==> src/sv/prefix_function_stream_defines.svh <==
// Assertion macros for the prefix function stream RTL
`ifndef PREFIX_FUNCTION_STREAM_DEFINES_SVH
`define PREFIX_FUNCTION_STREAM_DEFINES_SVH

// Property holds at every clock edge outside reset
`define PFS_ASSERT(lbl, clk, rstn, prop, msg) \
	lbl: assert property (@(posedge clk) disable iff (!rstn) (prop)) else $error(msg);

// Consequent holds in the cycle after the antecedent
`define PFS_ASSERT_NEXT(lbl, clk, rstn, ante, cons, msg) \
	lbl: assert property (@(posedge clk) disable iff (!rstn) (ante) |=> (cons)) else $error(msg);

`endif

==> src/sv/pfs_pkg.sv <==
// Types and constants of the prefix function stream
`default_nettype none
package pfs_pkg;
	localparam int SYM_W    = 8;
	localparam int BORDER_W = 12;
	localparam int DATA_W   = 16;
	localparam logic [BORDER_W-1:0] OUT_MAX = 12'hFFF;

	typedef struct packed {
		logic                valid;
		logic [BORDER_W-1:0] border_len;
		logic                too_long;
	} pfs_res_t;
endpackage
`default_nettype wire

==> src/sv/pfs_out.sv <==
// Output register for result transfers
`default_nettype none
module pfs_out import pfs_pkg::*; (
	input  wire logic      clk,
	input  wire logic      arst_n,
	input  wire pfs_res_t  res,
	output logic           out_free,
	output logic           m_tvalid,
	input  wire logic      m_tready,
	output logic [DATA_W-1:0] m_tdata,
	output logic [0:0]     m_tuser
);
	logic                valid_q;
	logic [BORDER_W-1:0] border_q;
	logic                too_long_q;

	assign out_free = !valid_q || m_tready;
	assign m_tvalid = valid_q;
	assign m_tdata  = {(DATA_W-BORDER_W)'(0), border_q};
	assign m_tuser  = too_long_q;

	always_ff @(posedge clk) begin
		if (res.valid) begin
			border_q   <= res.border_len;
			too_long_q <= res.too_long;
		end
	end

	always_ff @(posedge clk or negedge arst_n) begin
		if (!arst_n) begin
			valid_q <= 1'b0;
		end else if (res.valid) begin
			valid_q <= 1'b1;
		end else if (m_tready) begin
			valid_q <= 1'b0;
		end
	end
endmodule
`default_nettype wire
==> config.mk <==
export PLATFORM = sky130hd
export DESIGN_NAME = pfs_out
export DESIGN_NICKNAME = d
export VERILOG_FILES = /design/src/sv/prefix_function_stream_defines.svh /design/src/sv/pfs_pkg.sv /design/src/sv/pfs_out.sv
export SDC_FILE = /design/constraint.sdc
export NUM_CORES = 1
export LEC_CHECK = 0
export BUFFER_PORTS_ARGS = -buffer_cell sky130_fd_sc_hd__buf_2
export CORE_AREA = 8 8 45 47
export CTS_BUF_LIST = sky130_fd_sc_hd__clkbuf_2 sky130_fd_sc_hd__clkbuf_4 sky130_fd_sc_hd__clkbuf_8
export DETAILED_ROUTE_END_ITERATION = 8
export DIE_AREA = 0 0 53 55
export HOLD_SLACK_MARGIN = 0.06
export PLACE_DENSITY = 0.73
export SLEW_MARGIN = 20
export SYNTH_ARGS = -nofsm -noshare
export SYNTH_HDL_FRONTEND = slang
export SYNTH_SLANG_ARGS = --single-unit
==> constraint.sdc <==
create_clock -name clk -period 1.1 [get_ports clk]
set_clock_uncertainty 0.15 [all_clocks]
set_input_delay 0.33 -clock clk [delete_from_list [all_inputs] [get_ports clk]]
set_output_delay 0.33 -clock clk [all_outputs]
set_load 0.03 [all_outputs]
# ---- Word level (Yosys, flattened, before mapping)
# Index checks and enable logic that the tools add are counted.
dict set report classes {
  n_mux 2
  reduce_logical 3
}
# op n
set op_table {}
lappend op_table {{two-way mux 1 bit} 2}
lappend op_table {{nonzero test 2 bit} 1}
lappend op_table {{zero test 1 bit} 1}
lappend op_table {{logical OR 1 bit} 1}
dict set report word_totals {
  ff_bits 14
  in_bits 17
  output_inout_bits 19
}

# ---- Longest topological paths before layout
dict set report depth {
  depth_word 2
  ltp_mapped 2
}

# ---- Worst setup path after synthesis
# No wires, ideal clock.
dict set report synth_path {
  kind {register to output}
  from {register valid_q, in the netlist m_tvalid}
  to {output port out_free}
  arrival_time_ns 0.672
  required_time_ns 0.620
  setup_slack_ns -0.052
  path_stages_with_launch 2
  path_buffers 0
  cell_sequence {dfrtp_1 > nand2b_4}
}
dict set report synth_via {
  elab_chain_len 2
}
# item line
set synth_lines {}
lappend synth_lines {{from (decl)} pfs_out.sv:13} ;# logic valid_q;
lappend synth_lines {{from (signal assigned)} pfs_out.sv:31} ;# valid_q <= 1'b0;
lappend synth_lines {{from (signal assigned)} pfs_out.sv:33} ;# valid_q <= 1'b1;
lappend synth_lines {{from (signal assigned)} pfs_out.sv:35} ;# valid_q <= 1'b0;
lappend synth_lines {{zero test 1 bit} pfs_out.sv:17} ;# assign out_free = !valid_q || m_tready;
lappend synth_lines {{logical OR 1 bit} pfs_out.sv:17}
lappend synth_lines {{to (decl)} pfs_out.sv:7} ;# output logic out_free,
# No other way between the ends.

# ---- Worst setup path in the final report
# Ends and elaborated chain as after synthesis.

==> results.py <==
metrics = {
    "power": {
        "total_power_mw": 1.21,
        "internal_power_mw": 0.901,
        "peakVddDrop_mv": 0.659,
        "switching_power_mw": 0.311,
        "leakagePower_nw": 0.344,
        "power_density_nw_per_um2": 1570,
        "switching_share_pct": 25.7,
        "pwr-share-seq_pct": 53.5,
        "p_comb_share_pct": 20.7,
        "pwr-share-clk_pct": 25.8,
    },
    "synth": {
        "ys_ff_latch": 14,
        "yosysUniqueCellTypes": 6,
        "synth_area_um2": 472,
        "synth_area_leader_cell": "edfxtp_1",
        "yosys_warnings": 0,
        "post-synth-top-count-cell": "edfxtp_1",
        "synthTopCellsByCount": "13 x edfxtp_1, 4 x buf_4",
        "synth.avg_cell_area_um2": 22.5,
        "ys_seq_area_share_pct": 88.1,
        "synth_top_area_share_pct": 82.8,
        "synth_edf_count": 13,
        "syn_inst": 21,
        "netlist_top_cells_area": "edfxtp_1 83%, buf_4 6.4%, dfrtp_1 5.3%",
        "async_flop_share_pct": 7.14,
        "synth_flop_cell": "edfxtp_1",
    },
    "setup_path": {
        "cpPeakStageDelay_ns": 0.43,
        "cp_max_fo": 2,
        "crit_type": "flip-flop to output pin",
        "endpoint_kind": "output pin",
        "worst-path-buf-inv": 1,
        "critPathTopFamily": "flip-flops",
        "cp.required_ns": 0.62,
        "cp_slowest_cell": "dfrtp_2",
        "arrival_ns": 0.90,
        "crit_path_start_kind": "flip-flop",
        "worstPathCellList": "nand2b_4, buf_6",
    },
    "global_route": {
        "busiest_layer": "met2",
        "use_met2_pct": 12.5,
        "grt_util_all_layers_pct": 7.99,
        "grt_max_degree": 15,
        "first_global_vias": 356,
        "met1_usage_pct": 8.08,
        "antenna_found_initial": 0,
        "grtUsageMet3_pct": 3.74,
        "grt_pass1_wl_mm": 1.59,
        "overflow": 0,
    },
    "clock_tree": {
        "path_clk_slew_ns": 0.08,
        "clock-sinks": 14,
        "htree_levels": 1,
        "clock-root-buffer": "clkbuf_4",
        "cts_buffers": 3,
        "cts_tree": "yes",
        "insertion_delay_ns": 0.26,
        "clock_path_buffers": 2,
    },
    "sta": {
        "hold_viol_final": 0,
        "period_needed_ns": 1.38,
        "fmax_mhz": 726,
        "setup_slack_ns": -0.277,
        "min_period_over_period_pct": 125,
        "slew_violations": 0,
        "setup_violations": 15,
        "rsz0062_at_grt": "yes",
        "worst_hold_slack_ns": 0.0807,
        "fin_setup_tns_ns": -2.95,
    },
    "route": {
        "viasPerCell": 4.05,
        "antenna_left": 0,
        "drc_errors": 0,
        "drtIter0Drc": 1,
        "post_drt_wl_per_cell_um": 14.5,
        "routed_wl_mm": 1.07,
        "first_pass_iters": 2,
        "vias": 300,
    },
    "die": {
        "die_h_um": 55,
        "num_io_pins": 36,
        "die_area_um2": 2920,
        "core_um2": 1380,
        "std_cell_rows": 14,
        "initial_core_util_pct": 34.1,
        "die_w_um": 53,
    },
    "place": {
        "place_area_um2": 637,
        "placedCellCount": 68,
        "gp_congestion": 0.680,
        "io_buffers": 31,
        "hpwlAfterDp_um": 878,
    },
    "final_layout": {
        "drive_above_1_share_pct": 69.0,
        "syn_to_final_growth_pct": 63.7,
        "layout.nets": 76,
        "fin_area_um2": 772,
        "final_cells": 74,
        "antenna_cells": 0,
    },
    "status": {
        "failed_checks": "setup timing",
        "status": "complete, but fails checks",
    },
    "flow_run": {
        "drv_cap": 0,
    },
    "hold_path": {
        "hold_path_class": "input port to flip-flop",
    },
}
-- area by class of cell --
| cell class | instances | area [µm²] |
|---|---|---|
| Sequential cell | 14 | 417 |
| Fill cell | 117 | 612 |
| Timing Repair Buffer | 34 | 268 |
| Tap cell | 16 | 20.0 |
| Clock buffer | 4 | 30.0 |
| Multi-Input combinational cell | 6 | 37.5 |
-- logic make-up after synthesis --
| logic type | Yosys count | share of synthesized area [%] |
|---|---|---|
| buffers and inverters | 4 | 6.37 |
| flip-flops | 14 | 88.1 |
| other | 1 | 0.795 |
| AND/OR/NAND/NOR | 2 | 4.77 |
-- registers in the layout, summed over array words and instances (netlist names) --
| register | cells |
|---|---|
| m_tvalid | 1 |
| border_q | 12 |
| m_tuser | 1 |
-- cell usage in the layout, fill, tap and decap left out, drive strengths merged --
cell type	Yosys	routed
dfrtp	1	1
clkbuf	0	4
nand2b	2	2
conb	1	4
dlygate4sd3	0	1
buf	4	33
edfxtp	13	13
-- metrics by stage --
stage                     utilization [%]  setup slack (ns)
final                                55.8            -0.277
after CTS                            55.8            -0.282
after floorplan                         -           0.00258
after detailed placement             46.0            -0.104
after global placement               46.0            -0.100
after global routing                 55.8            -0.313
-- what timing repair did --
item | 4_1_cts | 5_1_grt
buffers inserted | 1 | 0
gates cloned | 0 | 0
hold buffers | 1 | 0
hold endpoints to repair | 1 | 0
endpoints found under the setup margin | 15 | 15
gates resized for setup | 28 | 0
pin swaps | 0 | 0
-- power groups by stage --
| stage | clock network (mW) | registers (mW) | logic [mW] |
|---|---|---|---|
| 2_1_floorplan | 0 | 0.739 | 0.0412 |
| 3_3_place_gp | 0 | 0.648 | 0.197 |
| 3_5_place_dp | 0 | 0.652 | 0.201 |
| 4_1_cts | 0.325 | 0.650 | 0.253 |
| 5_1_grt | 0.349 | 0.653 | 0.263 |
| 6_report | 0.313 | 0.649 | 0.251 |
-- layer usage --
metal	wire [µm]	part of all wire, %	vias to the layer above
met2	503	47	24
met3	144	13	2
li1	-	-	141
met1	413	39	133
met4	8	0.75	0
met5	0	0	-
-- worst paths after layout --
path / start / endpoint / slack [ns] / cells after the start
max: m_tvalid / out_free / -0.28 / 2
min: res[10] / border_q[9] / 0.08 / 1
max reg2reg: m_tvalid / m_tvalid / 0.11 / 4
min reg2reg: m_tvalid / m_tvalid / 0.61 / 4
max in group asynchronous: arst_n / m_tvalid / 0.49 / 2
min in group asynchronous: arst_n / m_tvalid / 0.21 / 2
No activity file was read; power rests on OpenSTA's default activity.
