### src/sv/prefix_function_stream_defines.svh
// Assertion macros for the prefix function stream RTL
`ifndef PREFIX_FUNCTION_STREAM_DEFINES_SVH
`define PREFIX_FUNCTION_STREAM_DEFINES_SVH

// Property holds at every clock edge outside reset
`define PFS_ASSERT(lbl, clk, rstn, prop, msg) \
	lbl: assert property (@(posedge clk) disable iff (!rstn) (prop)) else $error(msg);

// Consequent holds in the cycle after the antecedent
`define PFS_ASSERT_NEXT(lbl, clk, rstn, ante, cons, msg) \
	lbl: assert property (@(posedge clk) disable iff (!rstn) (ante) |=> (cons)) else $error(msg);

`endif

### src/sv/pfs_pkg.sv
// Types and constants of the prefix function stream
`default_nettype none
package pfs_pkg;
	localparam int SYM_W    = 8;
	localparam int BORDER_W = 12;
	localparam int DATA_W   = 16;
	localparam logic [BORDER_W-1:0] OUT_MAX = 12'hFFF;

	typedef struct packed {
		logic                valid;
		logic [BORDER_W-1:0] border_len;
		logic                too_long;
	} pfs_res_t;
endpackage
`default_nettype wire

### src/sv/pfs_engine.sv
// Fallback chain walker: probes the stores, commits each byte and its border unless the buffer is full
`default_nettype none
`include "prefix_function_stream_defines.svh"
module pfs_engine import pfs_pkg::*; #(
	parameter int MAX_LEN = 4096
) (
	input  wire logic                       clk,
	input  wire logic                       arst_n,
	input  wire logic                       in_valid,
	input  wire logic [SYM_W-1:0]           in_symbol,
	input  wire logic                       in_start,
	output logic                            in_ready,
	input  wire logic                       out_free,
	output pfs_res_t                        res,
	output logic                            sym_wr_en,
	output logic [$clog2(MAX_LEN)-1:0]      sym_wr_addr,
	output logic [SYM_W-1:0]                sym_wr_data,
	output logic [$clog2(MAX_LEN)-1:0]      sym_rd_addr,
	input  wire logic [SYM_W-1:0]           sym_rd_data,
	output logic                            bor_wr_en,
	output logic [$clog2(MAX_LEN)-1:0]      bor_wr_addr,
	output logic [$clog2(MAX_LEN)-1:0]      bor_wr_data,
	output logic [$clog2(MAX_LEN)-1:0]      bor_rd_addr,
	input  wire logic [$clog2(MAX_LEN)-1:0] bor_rd_data
);
	localparam int AW = $clog2(MAX_LEN);
	localparam int PW = $clog2(MAX_LEN + 1);

	localparam logic [1:0] ST_IDLE  = 2'd0;
	localparam logic [1:0] ST_PROBE = 2'd1;
	localparam logic [1:0] ST_DONE  = 2'd2;

	logic [1:0]       state_q;
	logic [PW-1:0]    pos_q;
	logic [AW-1:0]    last_k_q;
	logic [AW-1:0]    kd_q;
	logic [AW-1:0]    k_s1;
	logic [SYM_W-1:0] c_q;
	logic             first_q;
	logic             full_q;

	logic             accept;
	logic             is_first;
	logic             is_full;
	logic             match;
	logic             resolved;
	logic [AW-1:0]    k_new;
	logic [AW-1:0]    kc;
	logic [AW-1:0]    rd_k;
	logic             commit;
	logic [AW+11:0]   kc_wide;

	assign in_ready = (state_q == ST_IDLE);
	assign accept   = in_valid && in_ready;
	assign is_first = in_start || (pos_q == '0);
	assign is_full  = (pos_q == PW'(MAX_LEN));

	assign match    = (sym_rd_data == c_q);
	assign resolved = match || (k_s1 == '0);
	assign k_new    = match ? (k_s1 + AW'(1)) : '0;
	assign kc       = (state_q == ST_PROBE) ? k_new : kd_q;

	assign rd_k        = (state_q == ST_PROBE) ? bor_rd_data : last_k_q;
	assign sym_rd_addr = rd_k;
	assign bor_rd_addr = rd_k - AW'(1);

	assign commit = out_free && (((state_q == ST_PROBE) && resolved) || (state_q == ST_DONE));

	assign sym_wr_en   = commit && !full_q;
	assign bor_wr_en   = commit && !full_q;
	assign sym_wr_addr = first_q ? '0 : pos_q[AW-1:0];
	assign bor_wr_addr = first_q ? '0 : pos_q[AW-1:0];
	assign sym_wr_data = c_q;
	assign bor_wr_data = first_q ? '0 : kc;

	assign kc_wide        = {12'b0, kc};
	assign res.valid      = commit;
	assign res.too_long   = full_q;
	assign res.border_len = (kc_wide > (AW+12)'(OUT_MAX)) ? OUT_MAX : kc_wide[11:0];

	always_ff @(posedge clk) begin
		k_s1 <= rd_k;
		if (accept) begin
			c_q <= in_symbol;
		end
	end

	always_ff @(posedge clk or negedge arst_n) begin
		if (!arst_n) begin
			state_q  <= ST_IDLE;
			pos_q    <= '0;
			last_k_q <= '0;
			kd_q     <= '0;
			first_q  <= 1'b0;
			full_q   <= 1'b0;
		end else begin
			unique case (state_q)
				ST_IDLE: begin
					if (accept) begin
						if (is_first) begin
							kd_q    <= '0;
							first_q <= 1'b1;
							full_q  <= 1'b0;
							state_q <= ST_DONE;
						end else if (is_full) begin
							kd_q    <= AW'(MAX_LEN - 1);
							first_q <= 1'b0;
							full_q  <= 1'b1;
							state_q <= ST_DONE;
						end else begin
							first_q <= 1'b0;
							full_q  <= 1'b0;
							state_q <= ST_PROBE;
						end
					end
				end
				ST_PROBE: begin
					if (resolved) begin
						kd_q    <= k_new;
						state_q <= out_free ? ST_IDLE : ST_DONE;
					end
				end
				ST_DONE: begin
					if (out_free) begin
						state_q <= ST_IDLE;
					end
				end
				default: begin
					state_q <= ST_IDLE;
				end
			endcase
			if (commit && !full_q) begin
				if (first_q) begin
					pos_q    <= PW'(1);
					last_k_q <= '0;
				end else begin
					pos_q    <= pos_q + PW'(1);
					last_k_q <= kc;
				end
			end
		end
	end

	`PFS_ASSERT(a_pos_bound, clk, arst_n, pos_q <= PW'(MAX_LEN), "position beyond buffer")
	`PFS_ASSERT(a_probe_written, clk, arst_n, (state_q != ST_PROBE) || (PW'(k_s1) < pos_q), "probe of unwritten entry")
	`PFS_ASSERT_NEXT(a_pos_adv, clk, arst_n, commit && !first_q && !full_q, pos_q == $past(pos_q) + PW'(1), "position did not advance")
	`PFS_ASSERT_NEXT(a_first_pos, clk, arst_n, commit && first_q, pos_q == PW'(1), "new string did not restart position")
endmodule
`default_nettype wire

### config.mk
export PLATFORM = sky130hd
export DESIGN_NAME = pfs_engine
export DESIGN_NICKNAME = d
export VERILOG_FILES = /design/src/sv/pfs_pkg.sv /design/src/sv/pfs_engine.sv
export VERILOG_INCLUDE_DIRS = /design/src /design/src/sv
export SDC_FILE = /design/constraint.sdc
export NUM_CORES = 1
export LEC_CHECK = 0
export BUFFER_PORTS_ARGS = -buffer_cell sky130_fd_sc_hd__buf_2
export CELL_PAD_IN_SITES_DETAIL_PLACEMENT = 0
export CELL_PAD_IN_SITES_GLOBAL_PLACEMENT = 1
export CORE_MARGIN = 2
export CORE_UTILIZATION = 38
export DETAILED_ROUTE_END_ITERATION = 10
export GPL_TIMING_DRIVEN = 0
export PLACE_DENSITY_LB_ADDON = 0.05
export REMOVE_ABC_BUFFERS = 1
export SLEW_MARGIN = 40
export SYNTH_ARGS = -nofsm -noshare
export SYNTH_HDL_FRONTEND = slang
export SYNTH_SLANG_ARGS = --single-unit
### constraint.sdc
create_clock -name clk -period 2.7 [get_ports clk]
set_input_delay 0.405 -clock clk [delete_from_list [all_inputs] [get_ports clk]]
set_output_delay 0.405 -clock clk [all_outputs]
set_load 0.005 [all_outputs]
# Yosys cells after proc, flatten, opt, wreduce, memory -nomap -nowiden

Index checks and enable logic that the tools add are counted.

Flip-flop bits (word level): 61
Bits of input ports: 33
Output and inout port bits: 85
Logic and storage cells: 57

$add $sub $neg: 3
$lt $le $gt $ge: 1
Equality and inequality tests: 8
Mux-type cells: 22
Reduce and logical (&&, ||, !) cells: 15

Operators with widths:

| cell                                                                   | number |
|---|---|
| 12-bit 2-to-1 mux                                                      | 10 |
| 12-bit one-hot mux with 2 select lines                                 | 1 |
| 13-bit by 1-bit adder with 13-bit output (second input constant)       | 1 |
| 13-bit equality test (second input constant)                           | 1 |
| 13-bit zero test                                                       | 1 |
| 13-bit 2-to-1 mux                                                      | 1 |
| 12-bit by 1-bit adder with 12-bit output (second input constant)       | 1 |
| 12-bit greater-than comparator (second input constant)                 | 1 |
| 12-bit zero test                                                       | 1 |
| 2-bit 2-to-1 mux                                                       | 6 |
| 12-bit by 1-bit subtractor with 12-bit output (second input constant)  | 1 |
| 8-bit equality test                                                    | 1 |
| 2-bit one-hot mux with 3 select lines                                  | 1 |
| 1-bit logical AND                                                      | 4 |
| 2-bit != test (second input constant)                                  | 2 |
| 4-bit AND reduction                                                    | 1 |
| 1-bit logical OR                                                       | 3 |
| 1-bit 2-to-1 mux                                                       | 3 |
| 3-bit by 1-bit != test with 1-bit output (second input constant)       | 1 |
| 3-bit AND reduction                                                    | 1 |
| 2-bit by 1-bit equality test with 1-bit output (second input constant) | 1 |
| 2-bit equality test (second input constant)                            | 1 |
| 2-bit zero test                                                        | 1 |
| 2-bit by 1-bit != test with 1-bit output (second input constant)       | 1 |
| 3 further kinds                                                        | 3 |

# Logic depth before layout (Yosys ltp)

Word-level depth: 6
Depth in mapped cells: 10
Depth with buffers taken out: 8

# Worst setup path before layout

OpenSTA, ideal clock, no wires.

Kind: register to output
From: register state_q[0]
To: output bor_rd_addr[10]
Data arrival time: 1.860 ns
Data required time: 2.295 ns
Slack: 0.435 ns
Cell stages (with the launch flop): 9
Buffers on the path: 2
Path through: dfrtp_1 > nor2b_1 > buf_6 > buf_2 > mux2i_1 > ha_1 > inv_1 > nor3_1 > xor2_1

Cells in the longest elaborated chain, start to end: 3

Ends and longest elaborated chain:

| what                                           | line              | RTL |
|---|---|---|
| start, declared                                | pfs_engine.sv:33  | `logic [1:0] state_q;` |
| start signal, assigned                         | pfs_engine.sv:120 | `state_q <= out_free ? ST_IDLE : ST_DONE;` |
| 2-bit by 1-bit equality test with 1-bit output | pfs_engine.sv:63  | `assign rd_k = (state_q == ST_PROBE) ? bor_rd_data : last_k_q;` |
| 12-bit 2-to-1 mux                              | pfs_engine.sv:63  |  |
| 12-bit by 1-bit subtractor with 12-bit output  | pfs_engine.sv:65  | `assign bor_rd_addr = rd_k - AW'(1);` |
| end, declared                                  | pfs_engine.sv:23  | `output logic [$clog2(MAX_LEN)-1:0] bor_rd_addr,` |

Every way passes these cells.

# Worst setup path after layout

From: register state_q[0]
To: output bor_rd_addr[11]

The elaborated chain is that of the path after synthesis.

==> flow_summary.yaml <==
run_status:
  status: "completed"
floorplan:
  ios: 118
  row_count: 36
  die_height_microns: 102.8
  die_w_microns: 102.8
  initial_core_util: 0.3845
  core_area_sq_um: 9639
  dieArea_sq_um: 10560
sta:
  fin_crit_ns: 2.628
  slew_violations: 0
  max_freq_mhz: 380.5
  finalHoldViolCount: 0
  worst_pin_slew_ns: 0.7231
  timing.final.crit_share: 0.9733
  setup_viol: 0
  rsz0062_at_grt: "true"
  relSlewSlack: 0.5135
  finClkSkew_ns: 0.01085
finish:
  final_cell_mix: "buf_2 (116), nand2_1 (42), dfrtp_1 (38)"
  design_area_sq_um: 4965
  layout_commonest_cell: "buf_2"
  drive_above_1_share: 0.4151
  area_growth_pct: 33.96
  num_antenna_cells: 0
  fin_nets: 563
global_routing:
  antenna_found_initial: 0
  grt_max_degree: 42
  grt_pass1_wl_microns: 17280
  grtUsageTotal: 0.2185
  grt_pass1_vias: 3250
  overflow: 0
setup_path:
  critical_path.slowest_cell: "dfrtp_2"
  arrival_ns: 2.22
  r2r_cells: 8
  max_stage_delay_ns: 0.41
  crit_top_cell: "buf_6"
  worst_setup_path_end_kind: "primary output"
  crit_chain: "nor2b_4 -> buf_6 -> buf_6 -> o31ai_4 -> nand4b_4 -> nor4_4 -> xor2_1 -> buf_2"
  startpoint_type: "flip-flop"
  critical_path_peak_fanout: 6
  critPathRequiredTime_ns: 2.30
  critPathKind: "reg -> out"
  reg2reg_slack_ns: 0.25
routing:
  dr.pass1.iters: 4
  dr.first_iter.drc_count: 121
  ant_nets: 0
  drt-vias-per-instance: 5.179
  drc: 0
  routed-via-count: 3434
  finalWirelength_microns: 11350
  wl_per_cell_microns: 17.11
synthesis:
  synth_edf_count: 8
  synth.avg_cell_area_sq_um: 9.242
  synth-seq-cells: 61
  yosysWarnings: 0
  ys.flop_type: "dfrtp_1"
  synthCells: 401
  ys_seq_area_frac: 0.4065
  ys_types: 56
  async_flop_share: 0.6721
  synth_area_sq_um: 3706
clock_network:
  hold_buffers: 0
  cts_tree: "done"
  cts-root-buf: "clkbuf_8"
  clockBufferDepth: 2
  cts.sinks: 61
  clk_pin_slew_ns: 0.07
  cts.htree.levels: 3
  numCtsBuffers: 9
  insertion_delay_ns: 0.34
placed_design:
  portBuffers: 117
  gp_congestion: 0.8145
  place_hpwl_microns: 7163
  place_area_sq_um: 4263
power_and_ir_drop:
  power_w: 0.005798
  powerDensity_nw_per_um2: 1168
  ir_drop_v: 0.0003881
  p_leak_nw: 2.332
flow_run:
  cap_violations: 0
worst_hold_path:
  hold_path_class: "in -> async"
cell families after synthesis:
family / share of synthesized area
flip-flops: 0.4065
AND/OR/NAND/NOR: 0.2009
adder cells (fa/ha/maj): 0.01688
XOR/XNOR: 0.06145
buffers and inverters: 0.09317
AO/OA/AOI/OAI: 0.1350
multiplexers: 0.08609
per-stage QoR:
| stage | setup TNS, ns | util | hold WS (ns) | std cells | setup slack [ns] |
|---|---|---|---|---|---|
| floorplan | -5.527 | - | 0.1094 | 367 | -0.3146 |
| global placement | -71.11 | 0.4383 | 0.4883 | 617 | -2.022 |
| detailed placement | -20.14 | 0.4422 | 0.4394 | 617 | -0.7932 |
| CTS | -0.01285 | 0.4987 | 0.07906 | 658 | -0.01285 |
| global route | -0.06792 | 0.5151 | 0.09231 | 663 | -0.02880 |
| finish | 0 | 0.5151 | 0.05801 | 663 | 0.07205 |
repair_timing:
item | CTS | global route
pin swaps | 8 | 8
endpoints found under the setup margin | 63 | 31
cloned | 2 | 0
buffers inserted | 23 | 5
gates resized for setup | 20 | 28
per-layer routing:
layer | wire length (microns) | global-route usage | vias up
li1 | - | - | 1652
met1 | 5006 | 0.2733 | 1675
met2 | 5718 | 0.3886 | 90
met3 | 431 | 0.03864 | 17
met4 | 189 | 0.05972 | 0
met5 | 0 | 0 | -
layout make-up:
class	instances	area, sq um
Fill cell	986	4674
Multi-Input combinational cell	278	2108
Sequential cell	61	1510
Timing Repair Buffer	145	829.5
Clock buffer	13	170.2
Tap cell	133	166.4
Inverter	30	115.1
Clock inverter	3	65.06
power breakdown:
part / leakage (nW) / switching (W) / total (W) / internal (W)
clock: 0.119 / 0.000372 / 0.000973 / 0.000601
sequential: 0.700 / 0.000420 / 0.00171 / 0.00129
combinational: 1.51 / 0.00164 / 0.00311 / 0.00147
worst max-delay path: cells and delay by family (launching register included):
family,cells,cell delay (ns)
DFF,1,0.41
AOI/OAI and AO/OA,1,0.32
xor gates and xnor gates,1,0.16
buffers and inverters,3,0.39
and+or+nand+nor,3,0.60
flip-flops by register name (all words and copies together), names as in the netlist:
signal,flops
pos_q,13
k_s1,12
kd_q,12
last_k_q,12
sym_wr_data,8
state_q,2
first_q,1
full_q,1
worst paths after layout:
kind                                         from                  endpoint
setup reg to reg             pos_q[0]$_DFFE_PN0P_       kd_q[6]$_DFFE_PN0P_
max in group asynchronous                  arst_n       first_q$_DFFE_PN0P_
hold reg to reg               kd_q[4]$_DFFE_PN0P_       kd_q[4]$_DFFE_PN0P_
hold / removal                             arst_n   last_k_q[0]$_DFFE_PN0P_
setup / recovery           state_q[0]$_DFFE_PN0P_           bor_rd_addr[11]
min in group clk                     in_symbol[4]  sym_wr_data[4]$_DFFE_PP_
Yosys cell counts, types with 4 or more instances:
| cell type | count | area (sq um) |
|---|---|---|
| o21ai_0 | 18 | 90.09 |
| xor2_1 | 17 | 148.9 |
| inv_1 | 29 | 108.9 |
| a22o_1 | 7 | 61.31 |
| nand3_1 | 14 | 70.07 |
| dfxtp_1 | 12 | 240.2 |
| nor2_1 | 33 | 123.9 |
| xnor2_1 | 9 | 78.83 |
| nor4_1 | 6 | 37.54 |
| ha_1 | 5 | 62.56 |
| nand2_1 | 43 | 161.4 |
| o22ai_1 | 6 | 37.54 |
| clkbuf_1 | 9 | 33.78 |
| a211oi_1 | 8 | 60.06 |
| mux2i_1 | 9 | 90.09 |
| o2bb2ai_1 | 4 | 35.03 |
| nor3_1 | 11 | 55.05 |
| dfrtp_1 | 41 | 1026 |
| mux2_2 | 19 | 214.0 |
| buf_6 | 6 | 67.56 |
| a21oi_1 | 10 | 50.05 |
| buf_4 | 15 | 112.6 |
| nand4_1 | 8 | 50.05 |
| and2_1 | 6 | 37.54 |
| nor2b_1 | 4 | 25.02 |
| edfxtp_1 | 8 | 240.2 |
Note: power is estimated with default switching activity, not from simulation.
